==> config.mk <==
export PLATFORM = sky130hd
export DESIGN_NAME = plenc_scale_div
export DESIGN_NICKNAME = d
export VERILOG_FILES = /design/src/hw/rtl/plenc_pkg.sv /design/src/hw/rtl/plenc_scale_div.sv
export SDC_FILE = /design/constraint.sdc
export NUM_CORES = 1
export LEC_CHECK = 0
export ABC_AREA = 1
export BUFFER_PORTS_ARGS = -buffer_cell sky130_fd_sc_hd__buf_2
export CAP_MARGIN = 10
export CORE_MARGIN = 2
export CORE_UTILIZATION = 55
export CTS_BUF_LIST = sky130_fd_sc_hd__clkbuf_4 sky130_fd_sc_hd__clkbuf_8
export DETAILED_ROUTE_END_ITERATION = 16
export GPL_TIMING_DRIVEN = 1
export PLACE_DENSITY = 0.8
export SYNTH_ARGS = -nofsm -noshare
export SYNTH_HDL_FRONTEND = slang
export SYNTH_SLANG_ARGS = --single-unit
==> constraint.sdc <==
create_clock -name clk -period 3.8 [get_ports clk]
set_input_delay 0.76 -clock clk [delete_from_list [all_inputs] [get_ports clk]]
set_output_delay 0.76 -clock clk [all_outputs]
set_load 0.02 [all_outputs]
==> src/hw/rtl/plenc_pkg.sv <==
// Shared types and constants of the plaintext encode/decode block.
package plenc_pkg;

  localparam int VW  = 64;  // value width
  localparam int QW  = 63;  // ciphertext modulus width
  localparam int PW  = 21;  // plaintext space width
  localparam int TW  = 23;  // ticks width (4p)
  localparam int ETW = 2;   // encoding type width
  localparam int CIW = 2;   // config index width

  typedef enum logic [ETW-1:0] {
    ENC_FULL        = 2'd0,
    ENC_PARTIAL     = 2'd1,
    ENC_SSHORT      = 2'd2,
    ENC_SSHORT_BAL  = 2'd3
  } enc_type_t;

  localparam logic [CIW-1:0] CFG_ENC_TYPE = 2'd0;
  localparam logic [CIW-1:0] CFG_PTXT     = 2'd1;
  localparam logic [CIW-1:0] CFG_MODULUS  = 2'd2;

  localparam logic MODE_ENCODE = 1'b0;
  localparam logic MODE_DECODE = 1'b1;

endpackage

==> src/hw/rtl/plenc_scale_div.sv <==
// Sequential divider for scale = floor(q / ticks), rerun after each config write.
module plenc_scale_div (
  input  logic                 clk,
  input  logic                 rst,
  input  logic                 load,
  input  logic [plenc_pkg::QW-1:0] q,
  input  logic [plenc_pkg::TW-1:0] t,
  output logic [plenc_pkg::QW-1:0] scale,
  output logic                 busy
);
  import plenc_pkg::*;

  localparam int CW = $clog2(QW);

  logic          running;
  logic [CW-1:0] cnt;
  logic [TW-1:0] rem;
  logic [QW-1:0] quo;
  logic [TW:0]   trial;
  logic [TW:0]   diff;

  assign trial = {rem, quo[QW-1]};
  assign diff  = trial - {1'b0, t};

  always_ff @(posedge clk) begin
    if (rst) begin
      running <= 1'b0;
      cnt     <= '0;
    end else if (load) begin
      running <= 1'b1;
      cnt     <= '0;
    end else if (running) begin
      cnt <= cnt + 1'b1;
      if (cnt == CW'(QW - 1)) running <= 1'b0;
    end
  end

  always_ff @(posedge clk) begin
    if (load) begin
      quo <= q;
      rem <= '0;
    end else if (running) begin
      if (trial >= {1'b0, t}) begin
        rem <= diff[TW-1:0];
        quo <= {quo[QW-2:0], 1'b1};
      end else begin
        rem <= trial[TW-1:0];
        quo <= {quo[QW-2:0], 1'b0};
      end
    end
  end

  assign scale = quo;
  assign busy  = load | running;

endmodule

## After elaboration in Yosys (flattened, before gate mapping)

Cells that the tools add are included.

| operators by class | value |
|---|---|
| add/subtract/negate cells | 2 |
| $lt $le $gt $ge | 1 |
| equal/unequal tests | 1 |
| multiplexer cells | 7 |
| bitwise gates (word level) | 1 |
| reductions and logical operators | 2 |

Operator list:

| operator | count |
|---|---|
| 2-to-1 mux 63 bit | 2 |
| >= comparator 24 x 23 -> 1 bit | 1 |
| 2-to-1 mux 23 bit | 1 |
| subtractor 23 bit | 1 |
| adder 6 x 1 -> 6 bit (second input constant) | 1 |
| == test 6 bit (second input constant) | 1 |
| 2-to-1 mux 1 bit | 4 |
| nonzero test 2 bit | 1 |
| OR reduction 2 bit | 1 |
| OR 1 bit | 1 |

| storage, ports and cells | value |
|---|---|
| register bits after elaboration | 93 |
| input bits | 89 |
| output and inout port bits | 64 |
| word-level logic and storage cells | 18 |

## Logic depth before layout (Yosys ltp)

Gate-level depths: netlist of the first run.

| logic depth | value |
|---|---|
| word-level depth | 4 |
| depth in mapped cells | 16 |
| gate-level depth less buffers | 14 |

## Worst setup path before layout of the first run

No wires, ideal clock.

| timing | value |
|---|---|
| path type | input port to output port |
| start | input load |
| end | output busy |
| arrival | 2.729 ns |
| slack | 0.311 ns |
| stages | 4 |
| buffers on the path | 2 |
| cells stage by stage | clkbuf_1 > nor2_1 > clkbuf_1 > inv_1 |

| between the ends | value |
|---|---|
| longest elaborated chain between the ends | 1 |

Ends and longest elaborated chain:

| element | line | text |
|---|---|---|
| from (decl) | plenc_scale_div.sv:5 | `input logic load,` |
| OR 1 bit | plenc_scale_div.sv:54 | `assign busy = load \| running;` |
| to (decl) | plenc_scale_div.sv:9 | `output logic busy` |

No other way between the ends.

## Worst setup path after layout of the first run

| timing | value |
|---|---|
| start | input t[7] (netlist bit) |
| end | register rem[10] |

| between the ends | value |
|---|---|
| longest elaborated chain between the ends | 2 |

Ends and longest elaborated chain:

| element | line | text |
|---|---|---|
| from (decl) | plenc_scale_div.sv:7 | `input logic [plenc_pkg::TW-1:0] t,` |
| subtractor 23 bit or >= comparator 24 x 23 -> 1 bit (tied branches) | plenc_scale_div.sv:23, plenc_scale_div.sv:43 |  |
| 2-to-1 mux 23 bit (*) | plenc_scale_div.sv:43 | `if (trial >= {1'b0, t}) begin` |
| to (signal assigned) | plenc_scale_div.sv:44 | `rem <= diff[TW-1:0];` |
| to (signal assigned) | plenc_scale_div.sv:47 | `rem <= trial[TW-1:0];` |
| to (decl) | plenc_scale_div.sv:17 | `logic [TW-1:0] rem;` |

Mark *: on every way between the ends. The rest lies on a longest branch, timed or not.
A chain may end at the register's enable or synchronous reset.

==> insert_results.sql, run 1 <==
INSERT INTO impl_metrics (metric_group, metric, value, unit) VALUES
('synthesis', 'syn-cell-area', '5740', 'um2'),
('synthesis', 'dominant_synthesized_flop_cell', 'sky130_fd_sc_hd__edfxtp_1', ''),
('routing', 'vias_per_cell', '4.87', ''),
('status', 'run_status', 'completed', ''),
('clock_network', 'cts.reportedPaths.clkPinSlew', '0.10', 'ns'),
('cells_and_area', 'finish.net_count', '1088', ''),
('grt', 'total_routing_usage_gr', '25.0', '%'),
('grt', 'overflow', '0', ''),
('clock_network', 'cts_buffers', '9', ''),
('synthesis', 'fraction_of_post_synthesis_cell_area_in_the_top_cell_type_by_area', '33.0', '%'),
('synthesis', 'yosys.cell_types.count', '29', ''),
('timing', 'hold-worst-slack', '0.479', 'ns'),
('critical_path', 'arrival_time_at_the_worst_endpoint', '2.91', 'ns'),
('cells_and_area', 'fraction_of_layout_cells_with_a_size_suffix_above_1', '18.7', '%'),
('routing', 'dr_total_vias', '5423', ''),
('routing', 'detailedRoute.firstIterationViolations', '309', ''),
('critical_path', 'critPathMaxFanout', '28', ''),
('critical_path', 'cp_slowest_cell', 'sky130_fd_sc_hd__nand4_2', ''),
('critical_path', 'worst_ep_required_time', '4.08', 'ns'),
('routing', 'detail_route.first_pass.iterations', '6', ''),
('synthesis', 'synth.largest_area_cell', 'sky130_fd_sc_hd__edfxtp_1', ''),
('critical_path', 'max_stage_delay', '0.47', 'ns'),
('placed_design', 'numPortBuffers', '152', ''),
('die', 'boundaryPins', '153', ''),
('grt', 'global_route_wire_length_before_repair', '22.5', 'mm'),
('critical_path', 'critical_path.startpoint_type', 'primary input', ''),
('pwr', 'power_density', '342', 'nW/um2'),
('critical_path', 'endpoint_class_of_the_critical_path', 'flop', ''),
('cells_and_area', 'antenna_cells', '0', ''),
('synthesis', 'yosys_warnings', '0', ''),
('min_path', 'hold_path_class', 'flop to flop', ''),
('synthesis', 'synthesized_net_count', '945', ''),
('grt', 'pin_count_of_the_biggest_net_entering_global_routing', '65', ''),
('flow_run', 'drv.max_cap_violation_count', '0', ''),
('timing', 'finalCritPeriodShare', '69.3', '%'),
('pwr', 'design_power_total', '2330', 'uW'),
('synthesis', 'synth.most_common_cell', 'sky130_fd_sc_hd__nand2_1', ''),
('synthesis', 'yosysSeqAreaShare', '43.4', '%'),
('grt', 'first_global_vias', '4999', ''),
('routing', 'postRouteWirelength', '13.7', 'mm'),
('placed_design', 'routabilityCongestion', '0.971', ''),
('placed_design', 'dp_hpwl', '10.3', 'mm'),
('die', 'die_area', '11300', 'um2'),
('routing', 'avgRoutedWirePerCell', '12.3', 'um'),
('synthesis', 'post_synth_main_area_contributors', 'sky130_fd_sc_hd__edfxtp_1, sky130_fd_sc_hd__nand2_1, sky130_fd_sc_hd__dfxtp_1', ''),
('timing', 'layout_min_cycle_time', '2.63', 'ns'),
('pwr', 'worst_ir_drop_vdd', '0.246', 'mV'),
('timing', 'skew', '0.0139', 'ns'),
('routing', 'route.antenna.remaining_nets', '0', ''),
('pwr', 'power_leakage', '0.00362', 'uW'),
('die', 'horizontal_extent_of_the_die', '106', 'um'),
('clock_network', 'post_cts_hold_buffer_count', '0', ''),
('die', 'floorplan.initialDensity', '56.1', '%'),
('timing', 'grt_setup_unrepaired', 'no', ''),
('timing', 'fmax', '380', 'MHz'),
('clock_network', 'clock_tree.root_cell', 'sky130_fd_sc_hd__clkbuf_8', ''),
('synthesis', 'synth_enable_flop_cells', '63', ''),
('synthesis', 'avgSynthCellArea', '6.91', 'um2'),
('timing', 'setup-tns-final', '0', 'ns'),
('timing', 'finalHoldViolCount', '0', ''),
('critical_path', 'worstPathCellList', 'buf_2 -> inv_1 -> ha_1 -> nand2_2 -> inv_1 -> nand2_1 -> nand2_1 -> inv_1 -> nand2_1 -> nand2_1 -> nand4_2 -> buf_12 -> nor2_1 -> nor2_1 -> nand2_1 -> nand2_1', ''),
('clock_network', 'cts.path.max_buffers', '2', ''),
('routing', 'drc', '0', ''),
('clock_network', 'post_cts.resized_instances', '0', ''),
('synthesis', 'netlist_instances', '830', ''),
('clock_network', 'cts_htree_levels', '3', ''),
('critical_path', 'worstSetupPathType', 'primary input to flop', ''),
('clock_network', 'post_cts.repair.setup_buffers', '0', ''),
('timing', 'worst_pin_slew', '0.790', 'ns'),
('cells_and_area', 'syn_to_final_growth', '18.5', '%'),
('die', 'dieHeight', '106', 'um');
stage by stage:
step | setup slack (ns) | cell area (um2) | utilization, % | std cells
after floorplan | 0.311 | 5740 | - | 830
after global placement | 0.845 | 6600 | 64.5 | 1098
after detailed placement | 0.773 | 6600 | 64.5 | 1098
after CTS | 1.17 | 6800 | 66.5 | 1114
after global routing | 0.899 | 6800 | 66.5 | 1114
final | 1.17 | 6800 | 66.5 | 1114
per-layer routing:
metal  vias up  GRT usage [%]  wire, um
met4         0           12.2       442
met2       135           41.5      6550
li1       2840              -         -
met1      2414           31.0      5990
met3        34           5.15       730
met5         -              0         0
power by group:
| part | leakage (uW) | internal, uW | switching, uW | total, uW |
|---|---|---|---|---|
| combinational | 0.00264 | 143 | 272 | 415 |
| sequential | 0.000890 | 1170 | 41.5 | 1210 |
| clock | 0.0000998 | 312 | 386 | 699 |
area by class of cell:
| type | count | area, um2 |
|---|---|---|
| multi-input combinational | 614 | 2760 |
| fill | 936 | 3430 |
| timing repair buffer | 157 | 811 |
| sequential | 93 | 2490 |
| clock inverter | 7 | 78.8 |
| tap | 136 | 170 |
| clock buffer | 9 | 124 |
| inverter | 98 | 368 |
final timing paths:
path / start / end / slack (ns) / cells past startpoint
worst min register to register: rem[21]$_SDFFE_PP0P_ / rem[21]$_SDFFE_PP0P_ / 0.48 / 2
worst max-delay path: t[7] / rem[10]$_SDFFE_PP0P_ / 1.17 / 16
worst max register to register: scale[62]$_DFFE_PP_ / rem[10]$_SDFFE_PP0P_ / 1.18 / 15
worst min-delay path: rem[21]$_SDFFE_PP0P_ / rem[21]$_SDFFE_PP0P_ / 0.48 / 2
critical path, delay by kind of cell:
| kind | cells | cell delay, ns |
|---|---|---|
| simple gates | 10 | 1.19 |
| buf+inv | 5 | 0.57 |
| fa+ha+maj | 1 | 0.36 |
registers in the layout (all words and copies together) (netlist names):
name	count
scale	63
running	1
rem	23
cnt	6
logic make-up after synthesis:
kind of cell             after synthesis  share of synthesized area [%]
XOR/XNOR                              11                           1.68
AO/OA/AOI/OAI                         22                           2.05
adder cells (fa/ha/maj)               26                           5.80
AND/OR/NAND/NOR                      555                           38.5
flip-flops                            93                           43.4
buffers and inverters                123                           8.53
cells in the final DEF, fill, tap and decap left out, drive strengths merged:
cell,count
buf,157
nand3,29
nor3b,3
clkbuf,9
o21ai,5
o21bai,2
bufinv,1
nor3,9
a21oi,14
nand2,419
and2,2
nand4,7
xor2,2
dfxtp,30
edfxtp,63
ha,25
clkinv,2
or2,2
fa,1
inv,101
xnor2,9
a211oi,1
clkinvlp,1
nor2,82
nand3b,2
Note: power is estimated with default switching activity, not from simulation.
==> run 2, diff against run 1 <==
==> constraint.sdc (replaced) <==
create_clock -name clk -period 2.68 [get_ports clk]
set_input_delay 0.536 -clock clk [delete_from_list [all_inputs] [get_ports clk]]
set_output_delay 0.536 -clock clk [all_outputs]
set_load 0.02 [all_outputs]
==> insert_results.sql, run 2 (synthesized netlist as in run 1, its figures left out) <==
INSERT INTO impl_metrics (metric_group, metric, value, unit) VALUES
('placed_design', 'dp_hpwl', '10.5', 'mm'),
('clock_network', 'cts.reportedPaths.clkPinSlew', '0.09', 'ns'),
('critical_path', 'r2r_end', 'rem[17]$_SDFFE_PP0P_', ''),
('min_path', 'hold-path-cell-count', '2', ''),
('routing', 'dr_total_vias', '5442', ''),
('critical_path', 'r2r_start', 'scale[62]$_DFFE_PP_', ''),
('cells_and_area', 'fin_cells', '1115', ''),
('min_path', 'hold_path_class', 'primary input to flop', ''),
('critical_path', 'critical_path.startpoint_type', 'flop', ''),
('die', 'core_area', '10200', 'um2'),
('min_path', 'timing.hold.worst_endpoint', 'running$_SDFF_PP0_', ''),
('timing', 'layout_min_cycle_time', '2.25', 'ns'),
('die', 'horizontal_extent_of_the_die', '106', 'um'),
('cells_and_area', 'mostFrequentLayoutCell', 'sky130_fd_sc_hd__nand2_1', ''),
('clock_network', 'post_cts_hold_buffer_count', '0', ''),
('die', 'boundaryPins', '153', ''),
('routing', 'vias_per_cell', '4.88', ''),
('clock_network', 'post_cts.resized_instances', '0', ''),
('critical_path', 'worstSetupPathType', 'flop to flop', ''),
('critical_path', 'critPathMostFrequentCell', 'sky130_fd_sc_hd__nand2_1', ''),
('clock_network', 'clock_tree_from_tritoncts', 'yes', ''),
('pwr', 'power_density', '482', 'nW/um2'),
('critical_path', 'ff_to_ff_setup_slack', '0.43', 'ns'),
('critical_path', 'worst_ep_required_time', '3.00', 'ns'),
('critical_path', 'max_stage_delay', '0.41', 'ns'),
('routing', 'route.antenna.remaining_nets', '0', ''),
('timing', 'slew_headroom', '45.1', '%'),
('cells_and_area', 'syn_to_final_growth', '18.9', '%'),
('die', 'floorplan.initialDensity', '56.1', '%'),
('clock_network', 'cts.path.max_buffers', '2', ''),
('critical_path', 'arrival_time_at_the_worst_endpoint', '2.57', 'ns'),
('cells_and_area', 'n_fill_cell', '952', ''),
('timing', 'finalHoldViolCount', '0', ''),
('clock_network', 'cts_buffers', '9', ''),
('timing', 'skew', '0.00800', 'ns'),
('grt', 'overflow', '0', ''),
('die', 'die_area', '11300', 'um2'),
('grt', 'grt_antenna_before_repair', '1', ''),
('placed_design', 'numPortBuffers', '152', ''),
('clock_network', 'cts_htree_levels', '3', ''),
('clock_network', 'post_cts.repair.setup_buffers', '0', ''),
('routing', 'detail_route.first_pass.iterations', '5', ''),
('placed_design', 'placed_cells', '1099', ''),
('critical_path', 'cp_slowest_cell', 'sky130_fd_sc_hd__fa_1', ''),
('critical_path', 'endpoint_class_of_the_critical_path', 'flop', ''),
('grt', 'pin_count_of_the_biggest_net_entering_global_routing', '65', ''),
('grt', 'global_route_wire_length_before_repair', '23.0', 'mm'),
('clock_network', 'clkLatencyLatePin', '0.38', 'ns'),
('critical_path', 'timing.reg2reg.worst_path_depth', '15', ''),
('clock_network', 'cts.sinks', '93', ''),
('cells_and_area', 'finish.net_count', '1089', ''),
('cells_and_area', 'antenna_cells', '0', ''),
('critical_path', 'worstPathCellList', 'inv_1 -> ha_1 -> fa_1 -> inv_1 -> nand2_1 -> nand2_1 -> nand3_1 -> nand2_1 -> nand2_1 -> nand4_2 -> buf_4 -> nor2_1 -> nor2_1 -> nand2_1 -> nand2_1', ''),
('clock_network', 'clock_tree.root_cell', 'sky130_fd_sc_hd__clkbuf_8', ''),
('cells_and_area', 'fraction_of_layout_cells_with_a_size_suffix_above_1', '18.8', '%'),
('routing', 'postRouteWirelength', '13.8', 'mm'),
('pwr', 'power_leakage', '0.00363', 'uW'),
('timing', 'setup-violations-final', '0', ''),
('timing', 'finalCritPeriodShare', '83.8', '%'),
('cells_and_area', 'area_taken_by_multi_input_logic_gates', '2760', 'um2'),
('timing', 'fmax', '445', 'MHz'),
('grt', 'total_routing_usage_gr', '25.4', '%'),
('cells_and_area', 'largest_register_ffs', '63', ''),
('cells_and_area', 'layout_common_cells', 'sky130_fd_sc_hd__nand2_1, sky130_fd_sc_hd__buf_2, sky130_fd_sc_hd__inv_1', ''),
('timing', 'setup-tns-final', '0', 'ns'),
('placed_design', 'routabilityCongestion', '0.911', ''),
('critical_path', 'critPathMaxFanout', '19', ''),
('routing', 'drc', '0', ''),
('flow_run', 'drv.max_cap_violation_count', '0', ''),
('timing', 'grt_setup_unrepaired', 'no', ''),
('min_path', 'hold_path.startpoint', 'rst', ''),
('die', 'dieHeight', '106', 'um'),
('grt', 'first_global_vias', '5157', ''),
('timing', 'worst_pin_slew', '0.821', 'ns'),
('timing', 'slew_limit_fails', '0', ''),
('routing', 'avgRoutedWirePerCell', '12.4', 'um'),
('status', 'run_status', 'completed', ''),
('routing', 'detailedRoute.firstIterationViolations', '250', ''),
('cells_and_area', 'area.sequential', '2490', 'um2'),
('die', 'row_count', '37', ''),
('pwr', 'worst_ir_drop_vdd', '0.493', 'mV');
-- run 2: cell types whose count changed in the layout (fill, tap and decap cells not counted) --
cell,delta
sky130_fd_sc_hd__clkinv_1,+1
sky130_fd_sc_hd__buf_12,+1
sky130_fd_sc_hd__inv_2,-1
sky130_fd_sc_hd__inv_6,-1
sky130_fd_sc_hd__nor2_2,+1
sky130_fd_sc_hd__nor2_1,-1
sky130_fd_sc_hd__clkinvlp_4,+2
sky130_fd_sc_hd__clkinv_4,-1
-- run 2: worst max-delay path by stage --
stage	slack (ns)	end	depth (start not counted)	start
CTS	0.41	rem[17]$_SDFFE_PP0P_	15	scale[62]$_DFFE_PP_
global placement	0.28	rem[16]$_SDFFE_PP0P_	14	t[0]
detailed placement	0.19	rem[17]$_SDFFE_PP0P_	14	t[0]
floorplan	0.02	scale[0]$_DFFE_PP_	4	load
finish	0.43	rem[17]$_SDFFE_PP0P_	15	scale[62]$_DFFE_PP_
global route	0.19	rem[18]$_SDFFE_PP0P_	15	scale[62]$_DFFE_PP_
-- run 2: worst max-delay path: cells and delay by family, from the launching register on --
kind | cells | cell delay, ns
fa+ha+maj | 2 | 0.61
flops | 1 | 0.39
simple gates | 10 | 0.80
buf+inv | 3 | 0.39
-- run 2: where the power goes --
part | switching (uW) | internal, uW
Clock | 538 | 435
Combinational | 388 | 205
Sequential | 59.8 | 1660
-- run 2: layout make-up --
cell class | count | area share [%]
clock inverters | 7 | 1.06
multi-input cells | 614 | 40.4
inverters | 98 | 5.45
repair buffers | 158 | 12.2
clock buffers | 9 | 1.82
well taps | 136 | 2.50
flip-flops and latches | 93 | 36.6
-- run 2: stage by stage --
stage / instance area (um2) / hold WS, ns / total power, uW / util (%) / setup WS (ns)
2_1_floorplan: 5740 / 0.445 / 2110 / - / 0.0189
3_3_place_gp: 6620 / 0.460 / 2340 / 64.7 / 0.279
3_5_place_dp: 6620 / 0.466 / 2350 / 64.7 / 0.194
4_1_cts: 6820 / 0.307 / 3320 / 66.7 / 0.405
5_1_grt: 6820 / 0.303 / 3440 / 66.7 / 0.189
6_report: 6820 / 0.327 / 3290 / 66.7 / 0.433
-- run 2: layer usage --
layer | up-vias | GRT usage [%] | share of wire (%)
li1 | 2846 | - | -
met1 | 2424 | 31.3 | 43
met2 | 135 | 42.8 | 48
met3 | 35 | 6.99 | 5.5
met4 | 2 | 9.21 | 2.8
met5 | - | 0 | 0.094
